$ cat src/rtl/core/pbfc_pkg.sv
// ----------------------------------------------------------------------------
// pbfc_pkg: shared definitions for the playback position and fade controller
// Widths, fixed-point constants, command codes and the control and status
// structs that link the controller, the datapath and the top level.
// ----------------------------------------------------------------------------
package pbfc_pkg;

  // Position is signed, -1 means not started.
  localparam int TIME_WIDTH     = 25;
  // Fade level is Q1.FADE_FRAC_BITS.
  localparam int FADE_FRAC_BITS = 15;

  localparam int DUR_W     = 24;
  localparam int MS_W      = 16;
  localparam int LEN_W     = 16;
  localparam int CMD_W     = 3;
  localparam int MODE_W    = 2;
  localparam int LVL_W     = FADE_FRAC_BITS + 1;
  localparam int POS_MAG_W = TIME_WIDTH - 1;

  // Ramp numerator: elapsed times distance plus the carried remainder.
  localparam int NUM_W     = MS_W + LVL_W;
  localparam int DVD_W     = (NUM_W > POS_MAG_W) ? NUM_W : POS_MAG_W;
  localparam int DVS_W     = (DUR_W > LEN_W) ? DUR_W : LEN_W;
  localparam int DIV_CNT_W = $clog2(DVD_W);

  localparam int CFG_W     = DUR_W;
  localparam int CFG_IDX_W = 1;

  localparam logic [LVL_W-1:0]      FADE_ONE = LVL_W'(1) << FADE_FRAC_BITS;
  localparam logic [TIME_WIDTH-1:0] POS_MAX  = {1'b0, {POS_MAG_W{1'b1}}};
  localparam logic [TIME_WIDTH-1:0] POS_NONE = {TIME_WIDTH{1'b1}};

  localparam logic [DUR_W-1:0] DUR_RESET = DUR_W'(1000);

  typedef enum logic [CFG_IDX_W-1:0] {
    CFG_DURATION = 1'b0,
    CFG_LOOP     = 1'b1
  } cfg_reg_e;

  typedef enum logic [CMD_W-1:0] {
    CMD_TICK    = 3'd0,
    CMD_PLAY    = 3'd1,
    CMD_STOP    = 3'd2,
    CMD_PAUSE   = 3'd3,
    CMD_FADE    = 3'd4,
    CMD_ADVANCE = 3'd5
  } cmd_code_e;

  typedef enum logic [MODE_W-1:0] {
    MODE_NONE = 2'd0,
    MODE_IN   = 2'd1,
    MODE_OUT  = 2'd2
  } fade_mode_e;

  // Datapath operations, each one performed at the clock edge ending the
  // cycle in which it is presented.
  typedef enum logic [2:0] {
    OP_NONE,
    OP_EXEC,
    OP_MOD_START,
    OP_TICK_POS,
    OP_MUL,
    OP_RAMP_START,
    OP_FADE
  } dp_op_e;

  typedef struct packed {
    logic   load;
    dp_op_e op;
  } pbfc_ctl_t;

  typedef struct packed {
    logic is_tick;
    logic active;
    logic paused;
    logic wrap_loop;
    logic fade_run;
    logic span_zero;
    logic div_done;
  } pbfc_stat_t;

  typedef struct packed {
    logic signed [TIME_WIDTH-1:0] position_ms;
    logic [LVL_W-1:0]             fade_level;
    logic                         is_active;
    logic [MODE_W-1:0]            fade_mode_now;
    logic                         is_paused;
  } pbfc_res_t;

endpackage

$ cat src/rtl/core/pbfc_if.sv
// ----------------------------------------------------------------------------
// pbfc_if: valid/ready channels of the playback controller
// pbfc_cmd_if carries command beats in, pbfc_res_if carries result beats out.
// ----------------------------------------------------------------------------
interface pbfc_cmd_if;
  logic                           valid;
  logic                           ready;
  logic [pbfc_pkg::CMD_W-1:0]     cmd;
  logic [pbfc_pkg::MS_W-1:0]      elapsed_ms;
  logic [pbfc_pkg::MODE_W-1:0]    fade_request;
  logic [pbfc_pkg::LEN_W-1:0]     fade_length_ms;
  logic                           pause_flag;

  modport source (
    output valid, cmd, elapsed_ms, fade_request, fade_length_ms, pause_flag,
    input  ready
  );
  modport sink (
    input  valid, cmd, elapsed_ms, fade_request, fade_length_ms, pause_flag,
    output ready
  );
endinterface

interface pbfc_res_if;
  logic                                  valid;
  logic                                  ready;
  logic signed [pbfc_pkg::TIME_WIDTH-1:0] position_ms;
  logic [pbfc_pkg::LVL_W-1:0]            fade_level;
  logic                                  is_active;
  logic [pbfc_pkg::MODE_W-1:0]           fade_mode_now;
  logic                                  is_paused;

  modport source (
    output valid, position_ms, fade_level, is_active, fade_mode_now, is_paused,
    input  ready
  );
  modport sink (
    input  valid, position_ms, fade_level, is_active, fade_mode_now, is_paused,
    output ready
  );
endinterface

$ cat src/rtl/core/pbfc_div.sv
// ----------------------------------------------------------------------------
// pbfc_div: iterative restoring divider
// Produces one quotient bit per cycle; done pulses when quotient and
// remainder are valid. The divisor must be nonzero.
// ----------------------------------------------------------------------------
module pbfc_div (
  input  logic                       clk_i,
  input  logic                       rst_ni,
  input  logic                       start_i,
  input  logic [pbfc_pkg::DVD_W-1:0] dividend_i,
  input  logic [pbfc_pkg::DVS_W-1:0] divisor_i,
  output logic [pbfc_pkg::DVD_W-1:0] quot_o,
  output logic [pbfc_pkg::DVS_W-1:0] rem_o,
  output logic                       done_o
);
  import pbfc_pkg::*;

  logic [DVD_W-1:0]     dvd_q;
  logic [DVS_W-1:0]     dvs_q;
  logic [DVS_W-1:0]     rem_q, rem_d;
  logic [DIV_CNT_W-1:0] cnt_q;
  logic                 busy_q;
  logic                 done_q;
  logic [DVS_W:0]       trial;
  logic [DVS_W:0]       diff;
  logic                 geq;

  assign trial = {rem_q, dvd_q[DVD_W-1]};
  assign diff  = trial - {1'b0, dvs_q};
  assign geq   = (trial >= {1'b0, dvs_q});
  assign rem_d = geq ? diff[DVS_W-1:0] : trial[DVS_W-1:0];

  always_ff @(posedge clk_i or negedge rst_ni) begin
    if (!rst_ni) begin
      busy_q <= 1'b0;
      done_q <= 1'b0;
      cnt_q  <= '0;
    end else begin
      done_q <= busy_q && (cnt_q == '0);
      if (start_i) begin
        busy_q <= 1'b1;
        cnt_q  <= DIV_CNT_W'(DVD_W - 1);
      end else if (busy_q) begin
        if (cnt_q == '0) begin
          busy_q <= 1'b0;
        end else begin
          cnt_q <= cnt_q - 1'b1;
        end
      end
    end
  end

  // Quotient bits shift into the dividend register as it empties.
  always_ff @(posedge clk_i) begin
    if (start_i) begin
      dvd_q <= dividend_i;
      dvs_q <= divisor_i;
      rem_q <= '0;
    end else if (busy_q) begin
      dvd_q <= {dvd_q[DVD_W-2:0], geq};
      rem_q <= rem_d;
    end
  end

  assign quot_o = dvd_q;
  assign rem_o  = rem_q;
  assign done_o = done_q;

endmodule

$ cat src/rtl/core/pbfc_datapath.sv
// ----------------------------------------------------------------------------
// pbfc_datapath: playback state, configuration and arithmetic
// Holds position, fade and flag state, latches command beats, and carries
// out the operations issued by the controller, with a shared divider for
// the loop wrap and the fade ramp.
// ----------------------------------------------------------------------------
module pbfc_datapath (
  input  logic                           clk_i,
  input  logic                           rst_ni,
  input  logic                           cfg_we_i,
  input  logic [pbfc_pkg::CFG_IDX_W-1:0] cfg_idx_i,
  input  logic [pbfc_pkg::CFG_W-1:0]     cfg_data_i,
  input  logic [pbfc_pkg::CMD_W-1:0]     cmd_i,
  input  logic [pbfc_pkg::MS_W-1:0]      elapsed_ms_i,
  input  logic [pbfc_pkg::MODE_W-1:0]    fade_request_i,
  input  logic [pbfc_pkg::LEN_W-1:0]     fade_length_ms_i,
  input  logic                           pause_flag_i,
  input  pbfc_pkg::pbfc_ctl_t            ctl_i,
  output pbfc_pkg::pbfc_stat_t           stat_o,
  output pbfc_pkg::pbfc_res_t            res_o
);
  import pbfc_pkg::*;

  localparam int CMP_W = (POS_MAG_W > DUR_W) ? POS_MAG_W : DUR_W;

  function automatic logic [TIME_WIDTH-1:0] sat_add(
    input logic [TIME_WIDTH-1:0] base,
    input logic [MS_W-1:0]       ms
  );
    logic [TIME_WIDTH-1:0] sum;
    sum = base + TIME_WIDTH'(ms);
    return (sum > POS_MAX) ? POS_MAX : sum;
  endfunction

  // Configuration.
  logic [DUR_W-1:0] dur_q;
  logic             loop_q;

  // Playback and fade state.
  logic signed [TIME_WIDTH-1:0] pos_q;
  logic [LVL_W-1:0]             weight_q;
  logic [LVL_W-1:0]             start_q;
  fade_mode_e                   mode_q;
  logic [LEN_W-1:0]             span_q;
  logic [LEN_W-1:0]             frem_q;
  logic                         active_q;
  logic                         pause_q;

  // Latched command beat and the ramp product.
  logic [CMD_W-1:0]  cmd_q;
  logic [MS_W-1:0]   ms_q;
  logic [MODE_W-1:0] req_q;
  logic [LEN_W-1:0]  len_q;
  logic              pz_q;
  logic [NUM_W-1:0]  prod_q;

  // Divider connection.
  logic             div_start;
  logic [DVD_W-1:0] div_dividend;
  logic [DVS_W-1:0] div_divisor;
  logic [DVD_W-1:0] div_quot;
  logic [DVS_W-1:0] div_rem;
  logic             div_done;

  logic [DUR_W-1:0]      dur_eff;
  logic                  pos_neg;
  logic                  wrap;
  logic [TIME_WIDTH-1:0] pos_base;
  logic [LVL_W-1:0]      ramp_dist;
  fade_mode_e            req_mode;
  fade_mode_e            play_mode;
  logic [DVD_W:0]        lvl_sum;

  assign dur_eff  = (dur_q == '0) ? DUR_W'(1) : dur_q;
  assign pos_neg  = pos_q[TIME_WIDTH-1];
  assign wrap     = !pos_neg &&
                    (CMP_W'(pos_q[POS_MAG_W-1:0]) >= CMP_W'(dur_eff));
  assign pos_base = (wrap && loop_q) ? TIME_WIDTH'(div_rem) : pos_q;

  always_comb begin
    if (mode_q == MODE_IN) begin
      ramp_dist = (start_q < FADE_ONE) ? (FADE_ONE - start_q) : '0;
    end else begin
      ramp_dist = start_q;
    end
  end

  // Request code three is handled as no fade.
  always_comb begin
    unique case (req_q)
      MODE_IN:  req_mode = MODE_IN;
      MODE_OUT: req_mode = MODE_OUT;
      default:  req_mode = MODE_NONE;
    endcase
  end

  assign play_mode = (mode_q == MODE_OUT) ? MODE_NONE : mode_q;
  assign lvl_sum   = {1'b0, div_quot} + (DVD_W + 1)'(weight_q);

  assign div_start = (ctl_i.op == OP_MOD_START) || (ctl_i.op == OP_RAMP_START);
  always_comb begin
    if (ctl_i.op == OP_MOD_START) begin
      div_dividend = DVD_W'(pos_q[POS_MAG_W-1:0]);
      div_divisor  = DVS_W'(dur_eff);
    end else begin
      div_dividend = DVD_W'(prod_q + NUM_W'(frem_q));
      div_divisor  = DVS_W'(span_q);
    end
  end

  pbfc_div u_div (
    .clk_i      (clk_i),
    .rst_ni     (rst_ni),
    .start_i    (div_start),
    .dividend_i (div_dividend),
    .divisor_i  (div_divisor),
    .quot_o     (div_quot),
    .rem_o      (div_rem),
    .done_o     (div_done)
  );

  always_ff @(posedge clk_i) begin
    if (ctl_i.load) begin
      cmd_q <= cmd_i;
      ms_q  <= elapsed_ms_i;
      req_q <= fade_request_i;
      len_q <= fade_length_ms_i;
      pz_q  <= pause_flag_i;
    end
    if (ctl_i.op == OP_MUL) begin
      prod_q <= NUM_W'(ms_q) * NUM_W'(ramp_dist);
    end
  end

  always_ff @(posedge clk_i or negedge rst_ni) begin
    if (!rst_ni) begin
      dur_q    <= DUR_RESET;
      loop_q   <= 1'b0;
      pos_q    <= POS_NONE;
      weight_q <= FADE_ONE;
      start_q  <= FADE_ONE;
      mode_q   <= MODE_NONE;
      span_q   <= '0;
      frem_q   <= '0;
      active_q <= 1'b0;
      pause_q  <= 1'b0;
    end else begin
      if (cfg_we_i) begin
        unique case (cfg_reg_e'(cfg_idx_i))
          CFG_DURATION: dur_q  <= cfg_data_i[DUR_W-1:0];
          CFG_LOOP:     loop_q <= cfg_data_i[0];
        endcase
      end

      unique case (ctl_i.op)
        OP_EXEC: begin
          unique case (cmd_q)
            CMD_PLAY: begin
              if (!active_q) begin
                pos_q    <= POS_NONE;
                mode_q   <= play_mode;
                active_q <= (play_mode == MODE_IN) || (weight_q != '0);
              end
              pause_q <= 1'b0;
            end
            CMD_STOP: begin
              mode_q   <= MODE_NONE;
              pos_q    <= POS_NONE;
              active_q <= 1'b0;
            end
            CMD_PAUSE: begin
              pause_q <= pz_q;
            end
            CMD_FADE: begin
              if (req_mode == MODE_NONE) begin
                weight_q <= FADE_ONE;
                start_q  <= FADE_ONE;
              end else if (mode_q != MODE_OUT && req_mode == MODE_IN) begin
                weight_q <= '0;
                start_q  <= '0;
              end else begin
                start_q <= weight_q;
              end
              mode_q <= req_mode;
              span_q <= len_q;
              frem_q <= '0;
            end
            CMD_ADVANCE: begin
              pos_q <= sat_add(pos_neg ? '0 : pos_q, ms_q);
            end
            default: begin
            end
          endcase
        end
        OP_TICK_POS: begin
          if (wrap && !loop_q && mode_q != MODE_OUT) begin
            active_q <= 1'b0;
          end
          pos_q <= pos_neg ? '0 : sat_add(pos_base, ms_q);
        end
        OP_FADE: begin
          if (mode_q == MODE_IN) begin
            if (span_q == '0 || lvl_sum >= (DVD_W + 1)'(FADE_ONE)) begin
              weight_q <= FADE_ONE;
              mode_q   <= MODE_NONE;
            end else begin
              weight_q <= lvl_sum[LVL_W-1:0];
            end
          end else begin
            if (span_q == '0 || div_quot >= DVD_W'(weight_q)) begin
              weight_q <= '0;
              active_q <= 1'b0;
            end else begin
              weight_q <= weight_q - div_quot[LVL_W-1:0];
            end
          end
          if (span_q != '0) begin
            frem_q <= div_rem[LEN_W-1:0];
          end
        end
        default: begin
        end
      endcase
    end
  end

  assign stat_o.is_tick   = (cmd_q == CMD_TICK);
  assign stat_o.active    = active_q;
  assign stat_o.paused    = pause_q;
  assign stat_o.wrap_loop = wrap && loop_q;
  assign stat_o.fade_run  = (mode_q != MODE_NONE);
  assign stat_o.span_zero = (span_q == '0);
  assign stat_o.div_done  = div_done;

  assign res_o.position_ms   = pos_q;
  assign res_o.fade_level    = weight_q;
  assign res_o.is_active     = active_q;
  assign res_o.fade_mode_now = mode_q;
  assign res_o.is_paused     = pause_q;

endmodule

$ cat src/rtl/core/pbfc_ctrl.sv
// ----------------------------------------------------------------------------
// pbfc_ctrl: command sequencer of the playback controller
// Accepts one command beat at a time, steps the datapath through the exec,
// wrap, position, multiply, ramp and fade operations, and hands off the result.
// ----------------------------------------------------------------------------
module pbfc_ctrl (
  input  logic                  clk_i,
  input  logic                  rst_ni,
  input  logic                  in_valid_i,
  output logic                  in_ready_o,
  input  logic                  slot_free_i,
  output logic                  res_load_o,
  input  pbfc_pkg::pbfc_stat_t  stat_i,
  output pbfc_pkg::pbfc_ctl_t   ctl_o
);
  import pbfc_pkg::*;

  typedef enum logic [3:0] {
    S_IDLE,
    S_DECODE,
    S_EXEC,
    S_MOD,
    S_MOD_WAIT,
    S_POS,
    S_MUL,
    S_RAMP,
    S_RAMP_WAIT,
    S_FADE,
    S_OUT
  } state_e;

  state_e state_q;
  dp_op_e op_q;
  logic   ready_q;
  logic   accept;

  assign accept     = in_valid_i && ready_q;
  assign res_load_o = (state_q == S_OUT) && slot_free_i;
  assign in_ready_o = ready_q;
  assign ctl_o.load = accept;
  assign ctl_o.op   = op_q;

  always_ff @(posedge clk_i or negedge rst_ni) begin
    if (!rst_ni) begin
      state_q <= S_IDLE;
      op_q    <= OP_NONE;
      ready_q <= 1'b1;
    end else begin
      op_q <= OP_NONE;
      unique case (state_q)
        S_IDLE: begin
          if (accept) begin
            ready_q <= 1'b0;
            state_q <= S_DECODE;
          end
        end
        S_DECODE: begin
          if (!stat_i.is_tick) begin
            op_q    <= OP_EXEC;
            state_q <= S_EXEC;
          end else if (!stat_i.active) begin
            state_q <= S_OUT;
          end else if (!stat_i.paused) begin
            if (stat_i.wrap_loop) begin
              op_q    <= OP_MOD_START;
              state_q <= S_MOD;
            end else begin
              op_q    <= OP_TICK_POS;
              state_q <= S_POS;
            end
          end else if (!stat_i.fade_run) begin
            state_q <= S_OUT;
          end else if (stat_i.span_zero) begin
            op_q    <= OP_FADE;
            state_q <= S_FADE;
          end else begin
            op_q    <= OP_MUL;
            state_q <= S_MUL;
          end
        end
        S_EXEC: begin
          state_q <= S_OUT;
        end
        S_MOD: begin
          state_q <= S_MOD_WAIT;
        end
        S_MOD_WAIT: begin
          if (stat_i.div_done) begin
            op_q    <= OP_TICK_POS;
            state_q <= S_POS;
          end
        end
        S_POS: begin
          if (!stat_i.fade_run) begin
            state_q <= S_OUT;
          end else if (stat_i.span_zero) begin
            op_q    <= OP_FADE;
            state_q <= S_FADE;
          end else begin
            op_q    <= OP_MUL;
            state_q <= S_MUL;
          end
        end
        S_MUL: begin
          op_q    <= OP_RAMP_START;
          state_q <= S_RAMP;
        end
        S_RAMP: begin
          state_q <= S_RAMP_WAIT;
        end
        S_RAMP_WAIT: begin
          if (stat_i.div_done) begin
            op_q    <= OP_FADE;
            state_q <= S_FADE;
          end
        end
        S_FADE: begin
          state_q <= S_OUT;
        end
        S_OUT: begin
          if (slot_free_i) begin
            ready_q <= 1'b1;
            state_q <= S_IDLE;
          end
        end
        default: begin
          state_q <= S_IDLE;
          ready_q <= 1'b1;
        end
      endcase
    end
  end

endmodule

$ cat src/rtl/core/playback_position_fade_control_unit.sv
// ----------------------------------------------------------------------------
// playback_position_fade_control_unit: animation playback and fade control
// Sequencing: play, stop, pause, fade and advance are decoded, executed and
// loaded into the output register; a tick can take up to two passes of the
// bit-serial divider, one for the loop wrap and one for the fade ramp.
// Throughput: one command at a time; the next beat is taken once the result
// has moved into the output register, even while that result still waits.
// Reset: asynchronous, active low; state returns to not started, full level.
// ----------------------------------------------------------------------------
module playback_position_fade_control_unit (
  input  logic                           clk_i,
  input  logic                           rst_ni,
  pbfc_cmd_if.sink                       cmd_i,
  pbfc_res_if.source                     res_o,
  input  logic                           cfg_we_i,
  input  logic [pbfc_pkg::CFG_IDX_W-1:0] cfg_idx_i,
  input  logic [pbfc_pkg::CFG_W-1:0]     cfg_data_i
);
  import pbfc_pkg::*;

  // The controller sequences each command; the datapath owns all playback
  // state. A tick runs in up to three phases: an optional loop wrap, which
  // takes the position modulo the duration on the divider; the position
  // update; and the fade ramp, where elapsed time times the fade distance,
  // plus the remainder kept from the last tick, is divided by the fade span.
  pbfc_ctl_t  ctl;
  pbfc_stat_t stat;
  pbfc_res_t  res_now;
  pbfc_res_t  res_q;
  logic       res_valid_q;
  logic       slot_free;
  logic       res_load;

  // The output register frees up in the same cycle its beat is taken.
  assign slot_free = !res_valid_q || res_o.ready;

  pbfc_ctrl u_ctrl (
    .clk_i       (clk_i),
    .rst_ni      (rst_ni),
    .in_valid_i  (cmd_i.valid),
    .in_ready_o  (cmd_i.ready),
    .slot_free_i (slot_free),
    .res_load_o  (res_load),
    .stat_i      (stat),
    .ctl_o       (ctl)
  );

  pbfc_datapath u_datapath (
    .clk_i            (clk_i),
    .rst_ni           (rst_ni),
    .cfg_we_i         (cfg_we_i),
    .cfg_idx_i        (cfg_idx_i),
    .cfg_data_i       (cfg_data_i),
    .cmd_i            (cmd_i.cmd),
    .elapsed_ms_i     (cmd_i.elapsed_ms),
    .fade_request_i   (cmd_i.fade_request),
    .fade_length_ms_i (cmd_i.fade_length_ms),
    .pause_flag_i     (cmd_i.pause_flag),
    .ctl_i            (ctl),
    .stat_o           (stat),
    .res_o            (res_now)
  );

  // Result beat register: valid resets, the payload does not need to.
  always_ff @(posedge clk_i or negedge rst_ni) begin
    if (!rst_ni) begin
      res_valid_q <= 1'b0;
    end else if (res_load) begin
      res_valid_q <= 1'b1;
    end else if (res_o.ready) begin
      res_valid_q <= 1'b0;
    end
  end

  always_ff @(posedge clk_i) begin
    if (res_load) begin
      res_q <= res_now;
    end
  end

  assign res_o.valid         = res_valid_q;
  assign res_o.position_ms   = res_q.position_ms;
  assign res_o.fade_level    = res_q.fade_level;
  assign res_o.is_active     = res_q.is_active;
  assign res_o.fade_mode_now = res_q.fade_mode_now;
  assign res_o.is_paused     = res_q.is_paused;

  // Only one command is in flight: ready drops right after a beat is taken.
  a_one_in_flight: assert property (@(posedge clk_i) disable iff (!rst_ni)
    (cmd_i.valid && cmd_i.ready) |=> !cmd_i.ready)
    else $error("command accepted while another one is in flight");

  // The divider only finishes while a command is being worked on.
  a_div_busy: assert property (@(posedge clk_i) disable iff (!rst_ni)
    stat.div_done |-> !cmd_i.ready)
    else $error("divider finished with no command in flight");

  // A result is loaded only when the output register can take it.
  a_no_overwrite: assert property (@(posedge clk_i) disable iff (!rst_ni)
    (res_valid_q && !res_o.ready) |-> !res_load)
    else $error("pending result overwritten");

  // The fade level never rises above full weight.
  a_level_range: assert property (@(posedge clk_i) disable iff (!rst_ni)
    res_o.valid |-> (res_o.fade_level <= FADE_ONE))
    else $error("fade level above full weight");

endmodule
$ cat src/flat_wrapper.sv
// flat-port wrapper written by rule: the top's interface ports become plain ports
module playback_position_fade_control_unit_flat import pbfc_pkg::*;
  (clk_i, rst_ni, cfg_we_i, cfg_idx_i, cfg_data_i, cmd_i_valid, cmd_i_cmd, cmd_i_elapsed_ms, cmd_i_fade_request, cmd_i_fade_length_ms, cmd_i_pause_flag, cmd_i_ready, res_o_valid, res_o_position_ms, res_o_fade_level, res_o_is_active, res_o_fade_mode_now, res_o_is_paused, res_o_ready);
  pbfc_cmd_if cmd_i_i ();
  pbfc_res_if res_o_i ();
  input  logic clk_i;
  input  logic rst_ni;
  input  logic cfg_we_i;
  input  logic [pbfc_pkg::CFG_IDX_W-1:0] cfg_idx_i;
  input  logic [pbfc_pkg::CFG_W-1:0] cfg_data_i;
  input wire logic [$bits(cmd_i_i.valid)-1:0] cmd_i_valid;
  input wire logic [$bits(cmd_i_i.cmd)-1:0] cmd_i_cmd;
  input wire logic [$bits(cmd_i_i.elapsed_ms)-1:0] cmd_i_elapsed_ms;
  input wire logic [$bits(cmd_i_i.fade_request)-1:0] cmd_i_fade_request;
  input wire logic [$bits(cmd_i_i.fade_length_ms)-1:0] cmd_i_fade_length_ms;
  input wire logic [$bits(cmd_i_i.pause_flag)-1:0] cmd_i_pause_flag;
  output wire logic [$bits(cmd_i_i.ready)-1:0] cmd_i_ready;
  output wire logic [$bits(res_o_i.valid)-1:0] res_o_valid;
  output wire logic [$bits(res_o_i.position_ms)-1:0] res_o_position_ms;
  output wire logic [$bits(res_o_i.fade_level)-1:0] res_o_fade_level;
  output wire logic [$bits(res_o_i.is_active)-1:0] res_o_is_active;
  output wire logic [$bits(res_o_i.fade_mode_now)-1:0] res_o_fade_mode_now;
  output wire logic [$bits(res_o_i.is_paused)-1:0] res_o_is_paused;
  input wire logic [$bits(res_o_i.ready)-1:0] res_o_ready;
  assign cmd_i_i.valid = cmd_i_valid;
  assign cmd_i_i.cmd = cmd_i_cmd;
  assign cmd_i_i.elapsed_ms = cmd_i_elapsed_ms;
  assign cmd_i_i.fade_request = cmd_i_fade_request;
  assign cmd_i_i.fade_length_ms = cmd_i_fade_length_ms;
  assign cmd_i_i.pause_flag = cmd_i_pause_flag;
  assign cmd_i_ready = cmd_i_i.ready;
  assign res_o_valid = res_o_i.valid;
  assign res_o_position_ms = res_o_i.position_ms;
  assign res_o_fade_level = res_o_i.fade_level;
  assign res_o_is_active = res_o_i.is_active;
  assign res_o_fade_mode_now = res_o_i.fade_mode_now;
  assign res_o_is_paused = res_o_i.is_paused;
  assign res_o_i.ready = res_o_ready;
  playback_position_fade_control_unit u_core (.clk_i(clk_i), .rst_ni(rst_ni), .cmd_i(cmd_i_i), .res_o(res_o_i), .cfg_we_i(cfg_we_i), .cfg_idx_i(cfg_idx_i), .cfg_data_i(cfg_data_i));
endmodule
$ cat config.mk
export PLATFORM = sky130hd
export DESIGN_NAME = playback_position_fade_control_unit_flat
export DESIGN_NICKNAME = d
export VERILOG_FILES = /design/src/rtl/core/pbfc_pkg.sv /design/src/rtl/core/pbfc_if.sv /design/src/rtl/core/pbfc_div.sv /design/src/rtl/core/pbfc_datapath.sv /design/src/rtl/core/pbfc_ctrl.sv /design/src/rtl/core/playback_position_fade_control_unit.sv /design/src/flat_wrapper.sv
export SDC_FILE = /design/constraint.sdc
export NUM_CORES = 2
export LEC_CHECK = 0
export ABC_AREA = 1
export BUFFER_PORTS_ARGS = -buffer_cell sky130_fd_sc_hd__buf_2
export CORE_UTILIZATION = 50
export DETAILED_ROUTE_END_ITERATION = 16
export PLACE_DENSITY_LB_ADDON = 0.05
export SYNTH_ARGS = -nofsm -noshare
export SYNTH_HDL_FRONTEND = slang
export SYNTH_SLANG_ARGS = --single-unit
$ cat constraint.sdc
create_clock -name clk_i -period 7.26 [get_ports clk_i]
set_input_delay 1.452 -clock clk_i [delete_from_list [all_inputs] [get_ports clk_i]]
set_output_delay 1.452 -clock clk_i [all_outputs]
set_load 0.1 [all_outputs]
# Word level (Yosys, flattened, before mapping)
# Cells that the tools add are included.
# op_classes
bitwise,2
order_cmp,7
muxes,71
reduce_logical,45
eq_ne,44
add_sub_neg,8
multipliers,1
# op_table
op,count
$mux 16,11
$mux 25,5
$mux 32,3
$pmux 25 s3,1
$mux 24,3
$pmux 16 s2,2
$gt 25x24->1 const B,2
$pmux 25 s2,1
$pmux 4 s10,1
$mux 4,9
$add 32x16->33,1
$ge 33x16->1 const B,1
$add 32x16->32,1
$ge 32x16->1,1
$mul 16x16->32,1
$reduce_bool 16->1,2
$ne 2x2->1 const B,13
$add 24x16->25,1
$add 25x16->25,1
$ge 25x24->1,1
$ge 24x24->1,1
$logic_not 24->1,1
$sub 24x24->24,1
$mux 3,6
42 further kinds,108
# word_totals
regBits,329
in_bits,68

# Depth between registers and ports, before layout
# depth
ltp_word,11
mapped_depth,35
depth_no_buf,33

# Cells and area by module
# Synthesis repeated with hierarchy kept, for this count alone.
# unflattened
cells_unflattened,4118
hier_area_um2,31358.8
# modules_own_cells
mod,cells_each,area_each_um2,seq_area_each_um2,instances
pbfc_datapath,3186,23802.8,5096.1,1
pbfc_div,782,5520.3,2337.2,1
playback_position_fade_control_unit,50,1396.3,1376.3,1
pbfc_ctrl,100,639.4,201.4,1

# Worst setup path before layout
# No wires, ideal clock.
# synth_path
path_kind,register to register
startpoint,register u_core.u_datapath.start_q[0]
endpoint,"register u_core.u_datapath.prod_q[23], data pin"
t_arrival_ns,6.629
required_time_ns,7.002
path_slack_ns,0.373
path_buffers,1
path_stages_with_launch,34
path_cell_list,dfrtp_1 inv_1 ha_1 nand2_1 nor2_1 inv_1 nor3_1 inv_1 o31ai_1 or2_2 nand3_1 inv_1 clkbuf_1 nand2_1 fa_1 inv_1 fa_1 inv_1 fa_1 inv_1 fa_1 inv_1 fa_1 inv_1 fa_1 ha_1 nand2_1 inv_1 nand3_1 o221ai_1 a21oi_1 o21ai_0 a21oi_1 xnor2_1
# synth_via
elab_chain_cells,4
elab_cells_between_ends,5
# synth_rtl
item,line,text
start: declaration,pbfc_datapath.sv:42,logic [LVL_W-1:0] start_q;
start signal: assignment,pbfc_datapath.sv:182,start_q <= weight_q;
$sub 16x16->16 or $lt 16x16->1 (tied branches),pbfc_datapath.sv:82,ramp_dist = (start_q < FADE_ONE) ? (FADE_ONE - start_q) : '0;
$mux 16,pbfc_datapath.sv:82,
$mux 16 (*),pbfc_datapath.sv:81,if (mode_q == MODE_IN) begin
$mul 16x16->32 (*),pbfc_datapath.sv:131,prod_q <= NUM_W'(ms_q) * NUM_W'(ramp_dist);
end signal: assignment,pbfc_datapath.sv:131,
end: declaration,pbfc_datapath.sv:55,logic [NUM_W-1:0] prod_q;
# Mark *: on every way between the ends. The rest lies on a longest branch, timed or not.
# A chain may end at the register's enable or synchronous reset.

# Worst setup path in the final report
# layout_path
startpoint,register u_core.u_datapath.start_q[0]
endpoint,"register u_core.u_datapath.prod_q[29], data pin"
# Same word-level chain as after synthesis.

==> results.json <==
{
  "status": "finished clean",
  "critical_path_class": "register to register",
  "grt_pass1_vias": 25509,
  "fin_nets": 4555,
  "design.die.area_um2": 61500,
  "cp_top_family": "adder cells",
  "timing.fmax_mhz": 142,
  "worst-slew-pin-transition_ps": 1370,
  "ys_seq_area_share_pct": 29.8,
  "initial_core_util_pct": 51.0,
  "postSynthAreaPerCell_um2": 7.84,
  "die_w_um": 248,
  "cts-root-buf": "clkbuf_16",
  "dp_slack_ps": -208,
  "htree_num_levels": 2,
  "worst_ep_arrival_time_ps": 7370,
  "clkTransAtPathRegs_ps": 60,
  "grtUsageTotal_pct": 31.9,
  "core-area_um2": 59400,
  "netlist_area_um2": 30300,
  "maxCapViolCount": 0,
  "synthCells": 3861,
  "min_path_type": "register to register",
  "fp.dieH_um": 248,
  "synth.top_cell.area_share_pct": 17.0,
  "ys_ff_latch": 329,
  "crit_start": "u_core.u_datapath.start_q[0]",
  "design_area_um2": 33900,
  "crit_fanout": 7,
  "yosysMostFrequentCell": "nand2_1",
  "clock_latency_ps": 570,
  "port-buffer-count": 114,
  "grt_use_met3_pct": 5.71,
  "cp_slowest_cell": "fa_1",
  "hpwl_um": 77100,
  "synth.largest_area_cell": "edfxtp_1",
  "hp-start": "u_core.u_datapath.len_q[4]",
  "ys.flop_type": "edfxtp_1",
  "finalCritPeriodShare_pct": 97.3,
  "drt_iter0_markers": 2361,
  "placed_area_um2": 32200,
  "syn_nets": 4385,
  "yosysUniqueCellTypes": 61,
  "drc": 0,
  "critPathLaunchType": "register",
  "relSlewSlack_pct": 8.40,
  "antenna_found_initial": 1,
  "worst_path_largest_cell_delay_ps": 570,
  "crit_buf_inv": 6,
  "drt-wirelength-per-cell_um": 19.9,
  "final-hold-violation-count": 0,
  "syn_to_final_growth_pct": 11.9,
  "slew_viol_final": 0,
  "grt.overflow.total": 0,
  "via_per_inst": 5.48,
  "fin_util_pct": 57.0,
  "rsz0062_at_grt": "true",
  "r2r_start": "u_core.u_datapath.start_q[0]",
  "yosys-top-cells-count": "nand2_1 (861), inv_1 (636), nor2_1 (382)",
  "synth-edff-count": 171,
  "pin_count": 115,
  "vias": 26517,
  "wl_um": 96400,
  "fin_setup_tns_ps": 0,
  "fin_crit_ps": 7060,
  "clock-sinks": 329,
  "synth_warnings": 0,
  "firstDrtPassIters": 6,
  "worstPathRequired_ps": 7570,
  "cts_tree": "done",
  "crit_path_end_kind": "register",
  "layout-drive-gt1-share_pct": 11.4,
  "synthArstFlopShare_pct": 40.7,
  "gr-usage-met2_pct": 48.7,
  "numCtsBuffers": 39,
  "grt_max_degree": 85,
  "globalplace.congestion": 1.01,
  "setup_slack_ps": 199,
  "grt_pass1_wl_um": 149000,
  "ys_top_cells_by_area": "edfxtp_1 (17%), fa_1 (13%), nand2_1 (11%)",
  "grt_busiest_layer": "met2",
  "fp-row-count": 89,
  "setup_violations": 0,
  "fin_skew_ps": 22.7,
  "ant_nets": 0,
  "cts_max_path_buffers": 3,
  "grt_use_met1_pct": 46.8
}
## registers in the layout (all words and copies together), names as in the netlist, 24 cells and up
| name | cells |
|---|---|
| u_core.res_o.position_ms | 25 |
| u_core.u_datapath.dur_q | 24 |
| u_core.u_datapath.pos_q | 25 |
| u_core.u_datapath.prod_q | 32 |
| u_core.u_datapath.u_div.dvs_q | 24 |
| u_core.u_datapath.u_div.quot_o | 32 |
| u_core.u_datapath.u_div.rem_o | 24 |
## worst register-to-register path: cells and delay by family, from the launching register on
family | cells | cell delay, ps
fa+ha+maj | 7 | 3360
simple gates | 12 | 1800
buf+inv | 6 | 620
compound gates | 3 | 480
flops | 1 | 400
xor+xnor | 1 | 140
## routing by layer
layer	wire [µm]	up-vias
li1	-	12845
met1	45300	12680
met2	41900	867
met3	7180	123
met4	1990	2
met5	8	-
## final cells by class
type                            instances  area, µm²
Clock inverter                         22        210
Tap cell                              773        967
Timing Repair Buffer                  236       1520
Inverter                              655       2460
Multi-Input combinational cell       2770      18600
Clock buffer                           49       1040
Sequential cell                       329       9010
Antenna cell                            1       2.50
Fill cell                            5738      25500
## timing repair
item,CTS,global route
buffers inserted,0,10
pin swaps,0,8
hold buffers,0,0
setup endpoints to repair,12,17
resized for setup,3,63
## kinds of logic (layout without fill, tap and decap cells)
kind of cell / after synthesis / count (layout) / synth area share [%]
buffers and inverters: 762 / 962 / 9.67
adder cells (fa/ha/maj): 456 / 456 / 23.8
AND/OR/NAND/NOR: 1606 / 1606 / 22.3
other: 0 / 1 / 0
flip-flops: 329 / 329 / 29.8
XOR/XNOR: 107 / 107 / 3.12
AO/OA/AOI/OAI: 601 / 601 / 11.3
## final timing paths
path	slack [ps]	endpoint	cells after the start
worst max-delay path	200	u_core.u_datapath.prod_q[29]	29
worst min-delay path	440	u_core.u_datapath.span_q[4]	2
worst max register to register	200	u_core.u_datapath.prod_q[29]	29
worst min register to register	440	u_core.u_datapath.span_q[4]	2
max in group asynchronous	5000	u_core.u_datapath.span_q[15]	2
min in group asynchronous	980	u_core.u_datapath.weight_q[10]	1
## through the flow
step | hold WS (ps) | std cells
2_1_floorplan | 425 | 3861
3_3_place_gp | 428 | 4753
3_5_place_dp | 432 | 4753
4_1_cts | 445 | 4824
5_1_grt | 468 | 4834
6_report | 443 | 4835
## layout by cell type (no fill, tap or decap), types with 34 or more instances in the layout
master     instances
a21oi_1          228
buf_2            113
buf_4            119
clkbuf_16         39
dfrtp_1          100
dfstp_2           34
edfxtp_1         171
fa_1             199
ha_1             246
inv_1            626
nand2_1          859
nand3_1          173
nand4_1           61
nor2_1           378
nor3_1            36
o21ai_0          184
xnor2_1           52
xor2_1            54
Power is not shown: default switching activity piles up to over one toggle a cycle in this logic, so the estimate is an artifact.
